===== src/tstcw_pkg.sv =====
`timescale 1ns / 1ps
package tstcw_pkg;

	// default sizes
	localparam int MAX_TASKS_DEF    = 16;
	localparam int NUM_CHANNELS_DEF = 32;
	localparam int TIME_BITS_DEF    = 48;

	// fixed port widths
	localparam int ACT_W  = 3;
	localparam int TASK_W = 4;
	localparam int MASK_W = 32;
	localparam int TIME_W = 48;
	localparam int CHAN_W = 5;
	localparam int STAT_W = 2;

	// request codes
	localparam logic [ACT_W-1:0] ACT_START   = 3'd0;
	localparam logic [ACT_W-1:0] ACT_WAIT    = 3'd1;
	localparam logic [ACT_W-1:0] ACT_NOTIFY  = 3'd2;
	localparam logic [ACT_W-1:0] ACT_SCHED   = 3'd3;
	localparam logic [ACT_W-1:0] ACT_REQUEUE = 3'd4;
	localparam logic [ACT_W-1:0] ACT_CANCEL  = 3'd5;

	// result status codes
	localparam logic [STAT_W-1:0] STAT_OK    = 2'd0;
	localparam logic [STAT_W-1:0] STAT_EMPTY = 2'd1;
	localparam logic [STAT_W-1:0] STAT_FULL  = 2'd2;

endpackage


===== src/task_scheduler_timer_channel_wait_top.sv =====
`timescale 1ns / 1ps
// One request is handled at a time; the next request is taken while a result waits at the output.
// Notify and cancel walk the wait and timer lists, schedule walks the timer list, a timed wait shifts
// later timer entries up, and every request ends with a read of the timer head. Each list memory has
// a single read port. Reset (arst_n low) empties all three lists; memories are not cleared.
module task_scheduler_timer_channel_wait_top #(
	parameter int MAX_TASKS    = tstcw_pkg::MAX_TASKS_DEF,
	parameter int NUM_CHANNELS = tstcw_pkg::NUM_CHANNELS_DEF,
	parameter int TIME_BITS    = tstcw_pkg::TIME_BITS_DEF
) (
	input  logic                            clk,
	input  logic                            arst_n,
	input  logic                            in_valid,
	output logic                            in_ready,
	input  logic [tstcw_pkg::ACT_W-1:0]     action,
	input  logic [tstcw_pkg::TASK_W-1:0]    task_id,
	input  logic [tstcw_pkg::MASK_W-1:0]    channel_mask,
	input  logic [tstcw_pkg::TIME_W-1:0]    deadline,
	input  logic [tstcw_pkg::CHAN_W-1:0]    channel_id,
	input  logic [tstcw_pkg::TIME_W-1:0]    now_time,
	output logic                            out_valid,
	input  logic                            out_ready,
	output logic [tstcw_pkg::STAT_W-1:0]    status,
	output logic [tstcw_pkg::TASK_W-1:0]    task_out,
	output logic [tstcw_pkg::CHAN_W-1:0]    wake_channel,
	output logic [tstcw_pkg::TIME_W-1:0]    next_deadline,
	output logic                            deadline_valid
);

	localparam int IW = (MAX_TASKS > 1) ? $clog2(MAX_TASKS) : 1;
	localparam int CW = $clog2(MAX_TASKS + 1);
	localparam int SW = CW + 1;
	localparam int MW = NUM_CHANNELS;
	localparam int TB = TIME_BITS;
	localparam int TW = tstcw_pkg::TASK_W;

	typedef enum logic [11:0] {
		S_IDLE  = 12'b000000000001,
		S_DISP  = 12'b000000000010,
		S_W_RD  = 12'b000000000100,
		S_W_EV  = 12'b000000001000,
		S_T_RD  = 12'b000000010000,
		S_T_EV  = 12'b000000100000,
		S_I_RD  = 12'b000001000000,
		S_I_EV  = 12'b000010000000,
		S_R_RD  = 12'b000100000000,
		S_R_EV  = 12'b001000000000,
		S_H_RD  = 12'b010000000000,
		S_H_EV  = 12'b100000000000
	} state_t;

	// the result hand-off is a state of its own only while the output is occupied
	logic s_out_q, s_out_d;

	state_t st_q, st_d;

	// held request
	logic [tstcw_pkg::ACT_W-1:0]  act_q, act_d;
	logic [TW-1:0]                tsk_q, tsk_d;
	logic [MW-1:0]                mask_q, mask_d;
	logic [TB-1:0]                when_q, when_d;
	logic [tstcw_pkg::CHAN_W-1:0] chan_q, chan_d;
	logic [TB-1:0]                now_q, now_d;

	// list control
	logic [IW-1:0] rdy_head_q, rdy_head_d;
	logic [CW-1:0] rdy_cnt_q, rdy_cnt_d;
	logic [CW-1:0] tmr_cnt_q, tmr_cnt_d;
	logic [CW-1:0] wt_cnt_q, wt_cnt_d;
	logic [CW-1:0] r_q, r_d, w_q, w_d;
	logic          found_q, found_d, expiring_q, expiring_d, hits_q, hits_d;
	logic [TW-1:0] tsel_q, tsel_d;

	// result being built
	logic [tstcw_pkg::STAT_W-1:0] stat_q, stat_d;
	logic [TW-1:0]                tout_q, tout_d;
	logic [tstcw_pkg::CHAN_W-1:0] ach_q, ach_d;
	logic [TB-1:0]                nd_q, nd_d;
	logic                         ndv_q, ndv_d;

	// output register
	logic                         ovld_q;
	logic [tstcw_pkg::STAT_W-1:0] ostat_q;
	logic [TW-1:0]                otask_q;
	logic [tstcw_pkg::CHAN_W-1:0] ochan_q;
	logic [TB-1:0]                ond_q;
	logic                         ondv_q;
	logic                         load_out;

	// memories
	logic [TW-1:0] rmem [MAX_TASKS];
	logic          r_we;
	logic [IW-1:0] r_wa;
	logic [TW-1:0] r_wd;
	logic [TW-1:0] r_rd_q;

	logic [TW-1:0] ttask [MAX_TASKS];
	logic [TB-1:0] ttime [MAX_TASKS];
	logic          t_we;
	logic [IW-1:0] t_wa, t_ra;
	logic [TW-1:0] t_wd_task;
	logic [TB-1:0] t_wd_time;
	logic [TW-1:0] t_rd_task_q;
	logic [TB-1:0] t_rd_time_q;

	logic [TW-1:0] wtask [MAX_TASKS];
	logic [MW-1:0] wmask [MAX_TASKS];
	logic          w_we;
	logic [IW-1:0] w_wa, w_ra;
	logic [TW-1:0] w_wd_task;
	logic [MW-1:0] w_wd_mask;
	logic [TW-1:0] w_rd_task_q;
	logic [MW-1:0] w_rd_mask_q;

	// helpers
	logic [63:0]   mask_ext, when_ext, now_ext, nd_ext;
	logic [SW-1:0] tail_sum, head_inc;
	logic [IW-1:0] tail_idx, head_nxt;
	logic          rdy_full, tmr_full, wt_full, chan_bad, chan_hit;
	logic [MW-1:0] mask_sh;
	logic [CW-1:0] ins_prev;

	assign mask_ext = {32'b0, channel_mask};
	assign when_ext = {16'b0, deadline};
	assign now_ext  = {16'b0, now_time};

	assign rdy_full = (rdy_cnt_q == CW'(MAX_TASKS));
	assign tmr_full = (tmr_cnt_q == CW'(MAX_TASKS));
	assign wt_full  = (wt_cnt_q == CW'(MAX_TASKS));
	assign chan_bad = (7'(chan_q) >= 7'(NUM_CHANNELS));
	assign mask_sh  = w_rd_mask_q >> chan_q;
	assign chan_hit = mask_sh[0];
	assign ins_prev = r_q - CW'(1);

	// ready tail and next head, wrapped at the queue depth
	always_comb begin
		tail_sum = SW'(rdy_head_q) + SW'(rdy_cnt_q);
		if (tail_sum >= SW'(MAX_TASKS)) begin
			tail_sum = tail_sum - SW'(MAX_TASKS);
		end
		tail_idx = tail_sum[IW-1:0];
		head_inc = SW'(rdy_head_q) + SW'(1);
		if (head_inc == SW'(MAX_TASKS)) begin
			head_inc = '0;
		end
		head_nxt = head_inc[IW-1:0];
	end

	assign load_out = s_out_q && (!ovld_q || out_ready);
	assign in_ready = (st_q == S_IDLE) && !s_out_q;

	// sequencer
	always_comb begin
		st_d       = st_q;
		s_out_d    = s_out_q;
		act_d      = act_q;
		tsk_d      = tsk_q;
		mask_d     = mask_q;
		when_d     = when_q;
		chan_d     = chan_q;
		now_d      = now_q;
		rdy_head_d = rdy_head_q;
		rdy_cnt_d  = rdy_cnt_q;
		tmr_cnt_d  = tmr_cnt_q;
		wt_cnt_d   = wt_cnt_q;
		r_d        = r_q;
		w_d        = w_q;
		found_d    = found_q;
		expiring_d = expiring_q;
		hits_d     = hits_q;
		tsel_d     = tsel_q;
		stat_d     = stat_q;
		tout_d     = tout_q;
		ach_d      = ach_q;
		nd_d       = nd_q;
		ndv_d      = ndv_q;

		r_we      = 1'b0;
		r_wa      = tail_idx;
		r_wd      = tsk_q;
		t_we      = 1'b0;
		t_wa      = w_q[IW-1:0];
		t_wd_task = t_rd_task_q;
		t_wd_time = t_rd_time_q;
		t_ra      = r_q[IW-1:0];
		w_we      = 1'b0;
		w_wa      = w_q[IW-1:0];
		w_wd_task = w_rd_task_q;
		w_wd_mask = w_rd_mask_q;
		w_ra      = r_q[IW-1:0];

		if (load_out) begin
			s_out_d = 1'b0;
		end

		case (st_q)
			S_IDLE: begin
				if (in_valid && !s_out_q) begin
					act_d      = action;
					tsk_d      = task_id;
					mask_d     = mask_ext[MW-1:0];
					when_d     = when_ext[TB-1:0];
					chan_d     = channel_id;
					now_d      = now_ext[TB-1:0];
					stat_d     = tstcw_pkg::STAT_OK;
					tout_d     = '0;
					ach_d      = '0;
					found_d    = 1'b0;
					hits_d     = 1'b0;
					expiring_d = 1'b1;
					r_d        = '0;
					w_d        = '0;
					st_d       = S_DISP;
				end
			end
			S_DISP: begin
				st_d = S_H_RD;
				case (act_q)
					tstcw_pkg::ACT_START, tstcw_pkg::ACT_REQUEUE: begin
						if (rdy_full) begin
							stat_d = tstcw_pkg::STAT_FULL;
						end else begin
							r_we      = 1'b1;
							rdy_cnt_d = rdy_cnt_q + CW'(1);
						end
					end
					tstcw_pkg::ACT_WAIT: begin
						if (((mask_q != '0) && wt_full) || ((when_q != '0) && tmr_full)) begin
							stat_d = tstcw_pkg::STAT_FULL;
						end else begin
							if (mask_q != '0) begin
								w_we      = 1'b1;
								w_wa      = wt_cnt_q[IW-1:0];
								w_wd_task = tsk_q;
								w_wd_mask = mask_q;
								wt_cnt_d  = wt_cnt_q + CW'(1);
							end
							if (when_q != '0) begin
								r_d  = tmr_cnt_q;
								st_d = S_I_RD;
							end
						end
					end
					tstcw_pkg::ACT_NOTIFY: begin
						if (chan_bad) begin
							stat_d = tstcw_pkg::STAT_EMPTY;
						end else begin
							st_d = S_W_RD;
						end
					end
					tstcw_pkg::ACT_SCHED: begin
						st_d = S_T_RD;
					end
					tstcw_pkg::ACT_CANCEL: begin
						st_d = S_W_RD;
					end
					default: begin
						st_d = S_H_RD;
					end
				endcase
			end
			// walk the wait list, compacting kept entries
			S_W_RD: begin
				if (r_q == wt_cnt_q) begin
					wt_cnt_d = w_q;
					r_d      = '0;
					w_d      = '0;
					if ((act_q == tstcw_pkg::ACT_NOTIFY) && !found_q) begin
						stat_d = tstcw_pkg::STAT_EMPTY;
						st_d   = S_H_RD;
					end else begin
						st_d = S_T_RD;
					end
				end else begin
					st_d = S_W_EV;
				end
			end
			S_W_EV: begin
				st_d = S_W_RD;
				r_d  = r_q + CW'(1);
				if (act_q == tstcw_pkg::ACT_NOTIFY) begin
					if (!found_q && chan_hit) begin
						if (rdy_full) begin
							// abort: nothing has moved yet
							stat_d = tstcw_pkg::STAT_FULL;
							st_d   = S_H_RD;
						end else begin
							found_d = 1'b1;
							tsel_d  = w_rd_task_q;
						end
					end else begin
						w_we = 1'b1;
						w_d  = w_q + CW'(1);
					end
				end else begin
					if (w_rd_task_q == tsk_q) begin
						hits_d = 1'b1;
					end else begin
						w_we = 1'b1;
						w_d  = w_q + CW'(1);
					end
				end
			end
			// walk the timer list: expire the head run or drop a task
			S_T_RD: begin
				if (r_q == tmr_cnt_q) begin
					tmr_cnt_d = w_q;
					st_d      = S_H_RD;
					case (act_q)
						tstcw_pkg::ACT_NOTIFY: begin
							r_we      = 1'b1;
							r_wd      = tsel_q;
							rdy_cnt_d = rdy_cnt_q + CW'(1);
							tout_d    = tsel_q;
							ach_d     = chan_q;
						end
						tstcw_pkg::ACT_CANCEL: begin
							if (!hits_q) begin
								stat_d = tstcw_pkg::STAT_EMPTY;
							end
						end
						default: begin
							if (rdy_cnt_q == '0) begin
								stat_d = tstcw_pkg::STAT_EMPTY;
							end else begin
								st_d = S_R_RD;
							end
						end
					endcase
				end else begin
					st_d = S_T_EV;
				end
			end
			S_T_EV: begin
				st_d = S_T_RD;
				r_d  = r_q + CW'(1);
				if (act_q == tstcw_pkg::ACT_SCHED) begin
					if (expiring_q && (t_rd_time_q < now_q) && !rdy_full) begin
						r_we      = 1'b1;
						r_wd      = t_rd_task_q;
						rdy_cnt_d = rdy_cnt_q + CW'(1);
					end else begin
						expiring_d = 1'b0;
						t_we       = 1'b1;
						w_d        = w_q + CW'(1);
					end
				end else begin
					if (t_rd_task_q == ((act_q == tstcw_pkg::ACT_NOTIFY) ? tsel_q : tsk_q)) begin
						hits_d = 1'b1;
					end else begin
						t_we = 1'b1;
						w_d  = w_q + CW'(1);
					end
				end
			end
			// sorted insert: shift later deadlines up one place from the tail
			S_I_RD: begin
				t_ra = ins_prev[IW-1:0];
				if (r_q == '0) begin
					t_we      = 1'b1;
					t_wa      = '0;
					t_wd_task = tsk_q;
					t_wd_time = when_q;
					tmr_cnt_d = tmr_cnt_q + CW'(1);
					st_d      = S_H_RD;
				end else begin
					st_d = S_I_EV;
				end
			end
			S_I_EV: begin
				t_we = 1'b1;
				t_wa = r_q[IW-1:0];
				if (when_q < t_rd_time_q) begin
					r_d  = ins_prev;
					st_d = S_I_RD;
				end else begin
					t_wd_task = tsk_q;
					t_wd_time = when_q;
					tmr_cnt_d = tmr_cnt_q + CW'(1);
					st_d      = S_H_RD;
				end
			end
			// pop the ready head
			S_R_RD: begin
				st_d = S_R_EV;
			end
			S_R_EV: begin
				tout_d     = r_rd_q;
				rdy_head_d = head_nxt;
				rdy_cnt_d  = rdy_cnt_q - CW'(1);
				st_d       = S_H_RD;
			end
			// read the timer head for the deadline fields
			S_H_RD: begin
				t_ra = '0;
				st_d = S_H_EV;
			end
			S_H_EV: begin
				ndv_d   = (tmr_cnt_q != '0);
				nd_d    = (tmr_cnt_q != '0) ? t_rd_time_q : '0;
				s_out_d = 1'b1;
				st_d    = S_IDLE;
			end
			default: begin
				st_d = S_IDLE;
			end
		endcase
	end

	// control registers
	always_ff @(posedge clk or negedge arst_n) begin
		if (!arst_n) begin
			st_q       <= S_IDLE;
			s_out_q    <= 1'b0;
			rdy_head_q <= '0;
			rdy_cnt_q  <= '0;
			tmr_cnt_q  <= '0;
			wt_cnt_q   <= '0;
			ovld_q     <= 1'b0;
		end else begin
			st_q       <= st_d;
			s_out_q    <= s_out_d;
			rdy_head_q <= rdy_head_d;
			rdy_cnt_q  <= rdy_cnt_d;
			tmr_cnt_q  <= tmr_cnt_d;
			wt_cnt_q   <= wt_cnt_d;
			if (load_out) begin
				ovld_q <= 1'b1;
			end else if (out_ready) begin
				ovld_q <= 1'b0;
			end
		end
	end

	// payload registers
	always_ff @(posedge clk) begin
		act_q      <= act_d;
		tsk_q      <= tsk_d;
		mask_q     <= mask_d;
		when_q     <= when_d;
		chan_q     <= chan_d;
		now_q      <= now_d;
		r_q        <= r_d;
		w_q        <= w_d;
		found_q    <= found_d;
		expiring_q <= expiring_d;
		hits_q     <= hits_d;
		tsel_q     <= tsel_d;
		stat_q     <= stat_d;
		tout_q     <= tout_d;
		ach_q      <= ach_d;
		nd_q       <= nd_d;
		ndv_q      <= ndv_d;
		if (load_out) begin
			ostat_q <= stat_q;
			otask_q <= tout_q;
			ochan_q <= ach_q;
			ond_q   <= nd_q;
			ondv_q  <= ndv_q;
		end
	end

	// list memories
	always_ff @(posedge clk) begin
		if (r_we) begin
			rmem[r_wa] <= r_wd;
		end
		r_rd_q <= rmem[rdy_head_q];
	end

	always_ff @(posedge clk) begin
		if (t_we) begin
			ttask[t_wa] <= t_wd_task;
			ttime[t_wa] <= t_wd_time;
		end
		t_rd_task_q <= ttask[t_ra];
		t_rd_time_q <= ttime[t_ra];
	end

	always_ff @(posedge clk) begin
		if (w_we) begin
			wtask[w_wa] <= w_wd_task;
			wmask[w_wa] <= w_wd_mask;
		end
		w_rd_task_q <= wtask[w_ra];
		w_rd_mask_q <= wmask[w_ra];
	end

	assign nd_ext         = 64'(ond_q);
	assign out_valid      = ovld_q;
	assign status         = ostat_q;
	assign task_out       = otask_q;
	assign wake_channel   = ochan_q;
	assign next_deadline  = nd_ext[tstcw_pkg::TIME_W-1:0];
	assign deadline_valid = ondv_q;

	a_rdy_cnt: assert property (@(posedge clk) disable iff (!arst_n)
		rdy_cnt_q <= CW'(MAX_TASKS)) else $error("ready count overflow");
	a_lst_cnt: assert property (@(posedge clk) disable iff (!arst_n)
		(tmr_cnt_q <= CW'(MAX_TASKS)) && (wt_cnt_q <= CW'(MAX_TASKS)))
		else $error("list count overflow");
	a_compact: assert property (@(posedge clk) disable iff (!arst_n)
		(st_q == S_W_EV || st_q == S_T_EV) |-> (w_q <= r_q))
		else $error("compaction write passed read");
	a_res_src: assert property (@(posedge clk) disable iff (!arst_n)
		$rose(ovld_q) |-> $past(s_out_q)) else $error("result without finished request");
	a_no_take: assert property (@(posedge clk) disable iff (!arst_n)
		s_out_q |-> (st_q == S_IDLE)) else $error("request taken while result pending");

endmodule

===== config.mk =====
export PLATFORM = sky130hd
export DESIGN_NAME = task_scheduler_timer_channel_wait_top
export DESIGN_NICKNAME = d
export VERILOG_FILES = /design/src/tstcw_pkg.sv /design/src/task_scheduler_timer_channel_wait_top.sv
export SDC_FILE = /design/constraint.sdc
export NUM_CORES = 2
export LEC_CHECK = 0
export BUFFER_PORTS_ARGS = -buffer_cell sky130_fd_sc_hd__buf_2
export CAP_MARGIN = 20
export CORE_ASPECT_RATIO = 1.5
export CORE_MARGIN = 4
export CORE_UTILIZATION = 55
export CTS_CLUSTER_DIAMETER = 60
export DETAILED_ROUTE_END_ITERATION = 10
export HOLD_SLACK_MARGIN = 0.12
export PLACE_DENSITY_LB_ADDON = 0.08
export SETUP_SLACK_MARGIN = 0.05
export SLEW_MARGIN = 20
export SYNTH_ARGS = -nofsm -noshare
export SYNTH_HDL_FRONTEND = slang
export SYNTH_SLANG_ARGS = --single-unit

===== constraint.sdc =====
create_clock -name clk -period 23.5 [get_ports clk]
set_input_delay 5.875 -clock clk [delete_from_list [all_inputs] [get_ports clk]]
set_output_delay 5.875 -clock clk [all_outputs]
set_load 0.02 [all_outputs]

Word level (Yosys, flattened, before mapping) --
Memory sizes are Yosys's and may differ from the RTL's. A register that Yosys moved wholly into a read port is not among the register bits. Cells that the tools add are included.
Storage, ports and cells: register bits 310, bits in latches 0, RAM bits 1472, ROM bits 0, input port bits 144, output and inout bits 62, word-level logic and storage cells 293, memories kept 5
Operators by class: $add $sub $neg 10, $mul 0, div/mod/pow operators 0, $lt $le $gt $ge 3, equal/unequal tests 58, shifts and indexed selects 1, muxes and demuxes 136, bitwise operators 1, reduce and logical (&&, ||, !) cells 50
Memories:
- ttime | depth 16, bits a word 48, rd ports 1, clocked after Yosys merged registers in 1, write ports 1, RTL line task_scheduler_timer_channel_wait_top.sv:98 | logic [TB-1:0] ttime [MAX_TASKS];
- wmask | depth 16, bits a word 32, rd ports 1, clocked after Yosys merged registers in 1, write ports 1, RTL line task_scheduler_timer_channel_wait_top.sv:107 | logic [MW-1:0] wmask [MAX_TASKS];
- rmem | depth 16, bits a word 4, rd ports 1, clocked after Yosys merged registers in 1, write ports 1, RTL line task_scheduler_timer_channel_wait_top.sv:91 | logic [TW-1:0] rmem [MAX_TASKS];
- ttask | depth 16, bits a word 4, rd ports 1, clocked after Yosys merged registers in 1, write ports 1, RTL line task_scheduler_timer_channel_wait_top.sv:97 | logic [TW-1:0] ttask [MAX_TASKS];
- wtask | depth 16, bits a word 4, rd ports 1, clocked after Yosys merged registers in 1, write ports 1, RTL line task_scheduler_timer_channel_wait_top.sv:106 | logic [TW-1:0] wtask [MAX_TASKS];
Operators with widths (number):
- 2-to-1 mux 5 bit | 27
- one-hot mux 12 bit (11 select lines) | 1
- 2-to-1 mux 32 bit | 4
- 2-to-1 mux 11 bit | 10
- less-than comparator 48 bit | 2
- 2-to-1 mux 48 bit | 2
- one-hot mux 48 bit (2 select lines) | 1
- 2-to-1 mux 4 bit | 20
- nonzero test 48 bit | 1
- != test 2 bit, second input constant | 22
- one-hot mux 5 bit (4 select lines) | 2
- 2-to-1 mux 1 bit | 37
- 2-to-1 mux 12 bit | 3
- one-hot mux 11 bit (3 select lines) | 1
- one-hot mux 4 bit (2 select lines) | 4
- nonzero test 32 bit | 1
- >> shifter 32 x 5 -> 1 bit | 1
- adder 5 x 1 -> 5 bit, second input constant | 5
- one-hot mux 5 bit (5 select lines) | 1
- AND reduction 7 bit | 3
- equality test 5 bit, second input constant | 4
- 2-to-1 mux 2 bit | 10
- one-hot mux 5 bit (2 select lines) | 2
- AND reduction 4 bit | 5
- 47 further kinds | 90

Logic depth before layout (Yosys ltp) --
depth in word-level cells 8, mapped depth 14

Worst setup path before layout --
Ideal clock, no wire load.
kind input -> register, start in in_valid, end reg act_q[0] (netlist name), enable pin, data arrival time 11762 ps, required time 22859 ps, path slack 11097 ps, cell stages on the path 2, path through nand2_1 nor2_1
Between the ends: longest elaborated chain between the ends 2
Ends and longest elaborated chain:
- start: declaration | RTL line task_scheduler_timer_channel_wait_top.sv:13 | input logic in_valid,
- logical AND 1 bit | RTL line task_scheduler_timer_channel_wait_top.sv:198 | if (in_valid && !s_out_q) begin
- AND reduction 2 bit (no source line)
- end signal: assignment | RTL line task_scheduler_timer_channel_wait_top.sv:437 | act_q <= act_d;
- end: declaration | RTL line task_scheduler_timer_channel_wait_top.sv:58 | logic [tstcw_pkg::ACT_W-1:0] act_q, act_d;
Every way passes these cells. A chain may end at the register's enable or synchronous reset.

Worst setup path in the final report --
start reg st_q[8], end out in_ready
Between the ends: longest elaborated chain between the ends 2
Ends and longest elaborated chain:
- start: declaration | RTL line task_scheduler_timer_channel_wait_top.sv:55 | state_t st_q, st_d;
- start signal: assignment | RTL line task_scheduler_timer_channel_wait_top.sv:421 | st_q <= st_d;
- equality test 12 x 1 -> 1 bit | RTL line task_scheduler_timer_channel_wait_top.sv:150 | assign in_ready = (st_q == S_IDLE) && !s_out_q;
- logical AND 1 bit | RTL line task_scheduler_timer_channel_wait_top.sv:150
- end: declaration | RTL line task_scheduler_timer_channel_wait_top.sv:14 | output logic in_ready,
Every way passes these cells.

==> metrics.txt <==
Layout area overhead=12.73%; fmax=approximately 110 MHz; Worst setup endpoint=in_ready; Final period util=37.16%; Ys Warns=0; post-synthesis sequential area ratio=between 70% and 80%; setup ws final=14.77 ns; flop2flop setup slack=17.83 ns; Synth async-reset ratio=1.761%; Tmin final=approximately 8.7 ns; Critical R2R Launch=st_q[8]$_DFFE_PN0N_; Starting DRT DRC Count=4086; # Max-Cap Violations=0; net count after synthesis=between 5000 and 6000; CP Launch Type=register; Commonest cells post-synth=edfxtp_1, nand2_1, nand3_1; first-pass GRT wire length=282200 µm; Post-DRT Antenna Nets=0; slew margin rel.=24.01%; Hold Buf Count CTS=0; initial core utilization=between 50% and 60%; die height=460.3 µm; I/O pin count=206; grt total ovfl=0; Crit Path Max Fanout=10; CP startpoint=st_q[8]$_DFFE_PN0N_; TritonCTS clock tree=yes; Port Buffers=205; Setup CP Type=register to output port; post-layout util=62.53%; RSZ-0062 raised after global routing=false; GR Util All Layers=27.30%; DP Wirelength=109600 µm; Clock Skews=~0.037 ns; H-tree depth=4; final setup vio count=0; largest net degree at the start of global routing=119; Max Slew Vio Count=0; footprint of the multi-input gates=0.01893 mm²; worst skew pair latency=approximately 0.83 ns; crit end category=output port; CTS resizes=0; 1st-pass router iterations=5; PwrDens=122.4 mW/mm²; outcome=finished clean; Fill cells=9848; EDFF count, synth=about 1700; cell taking the most area after synthesis=edfxtp_1; reg-to-reg endpoint=ttime[0][7]$_DFFE_PP_; Least-Margin Pin Slew=between 1 and 1.5 ns; Worst VDD drop=between 0.0001 and 0.00015 V; layout cells sized above 1=13.53%; register area=roughly 0.055 mm²; Hold WC Path Type=register to register; Leak=29.49 nW; nets=5543; row cnt=165; total detailed-routing wirelength=193700 µm; Max Root-Sink Buffers=3; DR vias/cell=a little over 6; Die ar.=0.1425 mm²; clock root buffer master=clkbuf_16; core area=about 0.14 mm²; cell count after synthesis=5101; area share of the largest cell type after synthesis=70.03%; number of global-route vias before repair=42790; WL per Instance=26.92 µm; setup TNS=0 ns; initial antenna violation count=5; Worst Reg-to-Reg Cells=8; Syn Area/Cell=14.70 µm²; Seq cells post-synth=roughly 1900; count leader, synth=edfxtp_1; worst path arrival time=2.86 ns; via count=43420; Synth cell types=76; worst slack, placed=15.65 ns; residual DRC count=0; required time of the critical path=~18 ns; die width=309.5 µm; Worst-path clk slew=about 0.070 ns; Fin. Hold Viols=0; Synth area leaders=edfxtp_1, nand2_1, mux4_2, dfxtp_1, o211ai_1; number of buffers created by CTS=173; gpl congestion=roughly 0.86; prevailing post-synth register cell=edfxtp_1; postcts setup bufs=0; clock sink total=1874; Mapped Area=0.07500 mm²; Hold WS=0.4146 ns
[worst max-delay path, cell delays in order, from the launching register on]
cell and delay (ns):
dfrtp_1 0.44, nor4_1 0.69, and2_1 0.29, nand2_1 0.27
nor2_1 0.16, buf_2 0.18
[metal layers]
layer / track usage [%] / up-vias / wire (µm)
met1: 35.72 / 21970 / 76320
met2: 46.63 / 1465 / 98120
met5: 0 / - / 13
met4: 10.98 / 2 / 7660
met3: 3.489 / 331 / 11570
li1: - / 19650 / -
[power breakdown]
part | leakage (nW) | total, mW | switching, mW | internal (mW)
Combinational | 9.50 | 2.84 | 1.98 | 0.863
Sequential | 17.0 | 4.53 | 0.240 | 4.29
Clock | 2.98 | 2.98 | 1.23 | 1.75
[cell families after synthesis]
logic type               after synthesis  share of synthesized area, %
flip-flops                          1874                         73.58
AND/OR/NAND/NOR                     1733                         9.833
adder cells (fa/ha/maj)              110                         1.855
buffers and inverters                395                         2.019
multiplexers                         344                         6.481
XOR/XNOR                              40                        0.4671
AO/OA/AOI/OAI                        605                         5.762
[flip-flops by register name, indices dropped and copies added (netlist names), 12 cells and up]
signal,cells
next_deadline,48
now_q,48
nd_q,48
ttime,768
rmem,64
mask_q,32
ttask,64
t_rd_time_q,48
wtask,64
st_q,12
wmask,512
w_rd_mask_q,32
when_q,48
[placed cells by master (no fill, tap or decap), types with 10 or more instances in the layout]
cell / netlist / final
inv_6: 0 / 10
nand3_1: 244 / 244
nand2b_1: 17 / 17
nor2b_1: 15 / 14
o211ai_1: 218 / 218
inv_1: 114 / 113
mux2_1: 90 / 90
buf_2: 22 / 205
edfxtp_1: 1749 / 1749
a221oi_1: 75 / 74
o32ai_4: 0 / 11
nor3_1: 24 / 23
nand4_1: 80 / 80
nor4_1: 27 / 24
a21oi_1: 83 / 79
o21ai_0: 71 / 71
xor2_1: 10 / 10
a211oi_4: 0 / 12
dfrtp_1: 32 / 32
a22oi_1: 38 / 38
bufinv_16: 0 / 27
clkbuf_8: 0 / 21
clkinv_1: 0 / 18
xnor2_1: 30 / 30
mux2i_1: 147 / 145
ha_1: 108 / 108
clkbuf_1: 223 / 32
buf_4: 1 / 87
clkinv_2: 0 / 23
nor2_1: 152 / 147
dfxtp_1: 92 / 92
a21o_1: 10 / 10
and2_1: 13 / 12
nand2_1: 1123 / 1123
mux4_2: 104 / 104
clkbuf_16: 0 / 176
[through the flow]
step / std cells / instance area, µm² / power [mW]
2_1_floorplan: 5101 / 75000 / 6.417
3_3_place_gp: 6867 / 78440 / 7.376
3_5_place_dp: 6867 / 78440 / 7.426
4_1_cts: 7193 / 84540 / 10.40
5_1_grt: 7194 / 84550 / 10.85
6_report: 7196 / 84550 / 10.35
[worst min path at each step]
stage,slack (ns),cells past startpoint,startpoint,endpoint
final,0.41,0,nd_q[30]$_SDFFCE_PN0P_,next_deadline[30]$_DFFE_PP_
after global routing,0.43,0,nd_q[30]$_SDFFCE_PN0P_,next_deadline[30]$_DFFE_PP_
after floorplan,0.40,0,ndv_q$_DFFE_PP_,deadline_valid$_DFFE_PP_
after CTS,0.42,0,nd_q[30]$_SDFFCE_PN0P_,next_deadline[30]$_DFFE_PP_
after detailed placement,0.40,0,nd_q[17]$_SDFFCE_PN0P_,next_deadline[17]$_DFFE_PP_
after global placement,0.40,0,nd_q[3]$_SDFFCE_PN0P_,next_deadline[3]$_DFFE_PP_
[layout make-up]
| type | count | area share [%] |
|---|---|---|
| inverter | 115 | 0.5105 |
| clock inverter | 97 | 1.523 |
| timing repair buffer | 293 | 2.010 |
| clock buffer | 229 | 5.693 |
| multi-input combinational | 2832 | 22.39 |
| tap | 1753 | 2.594 |
| sequential | 1874 | 65.27 |
| antenna | 3 | 0.008879 |
(Power assumes the default switching activity.)
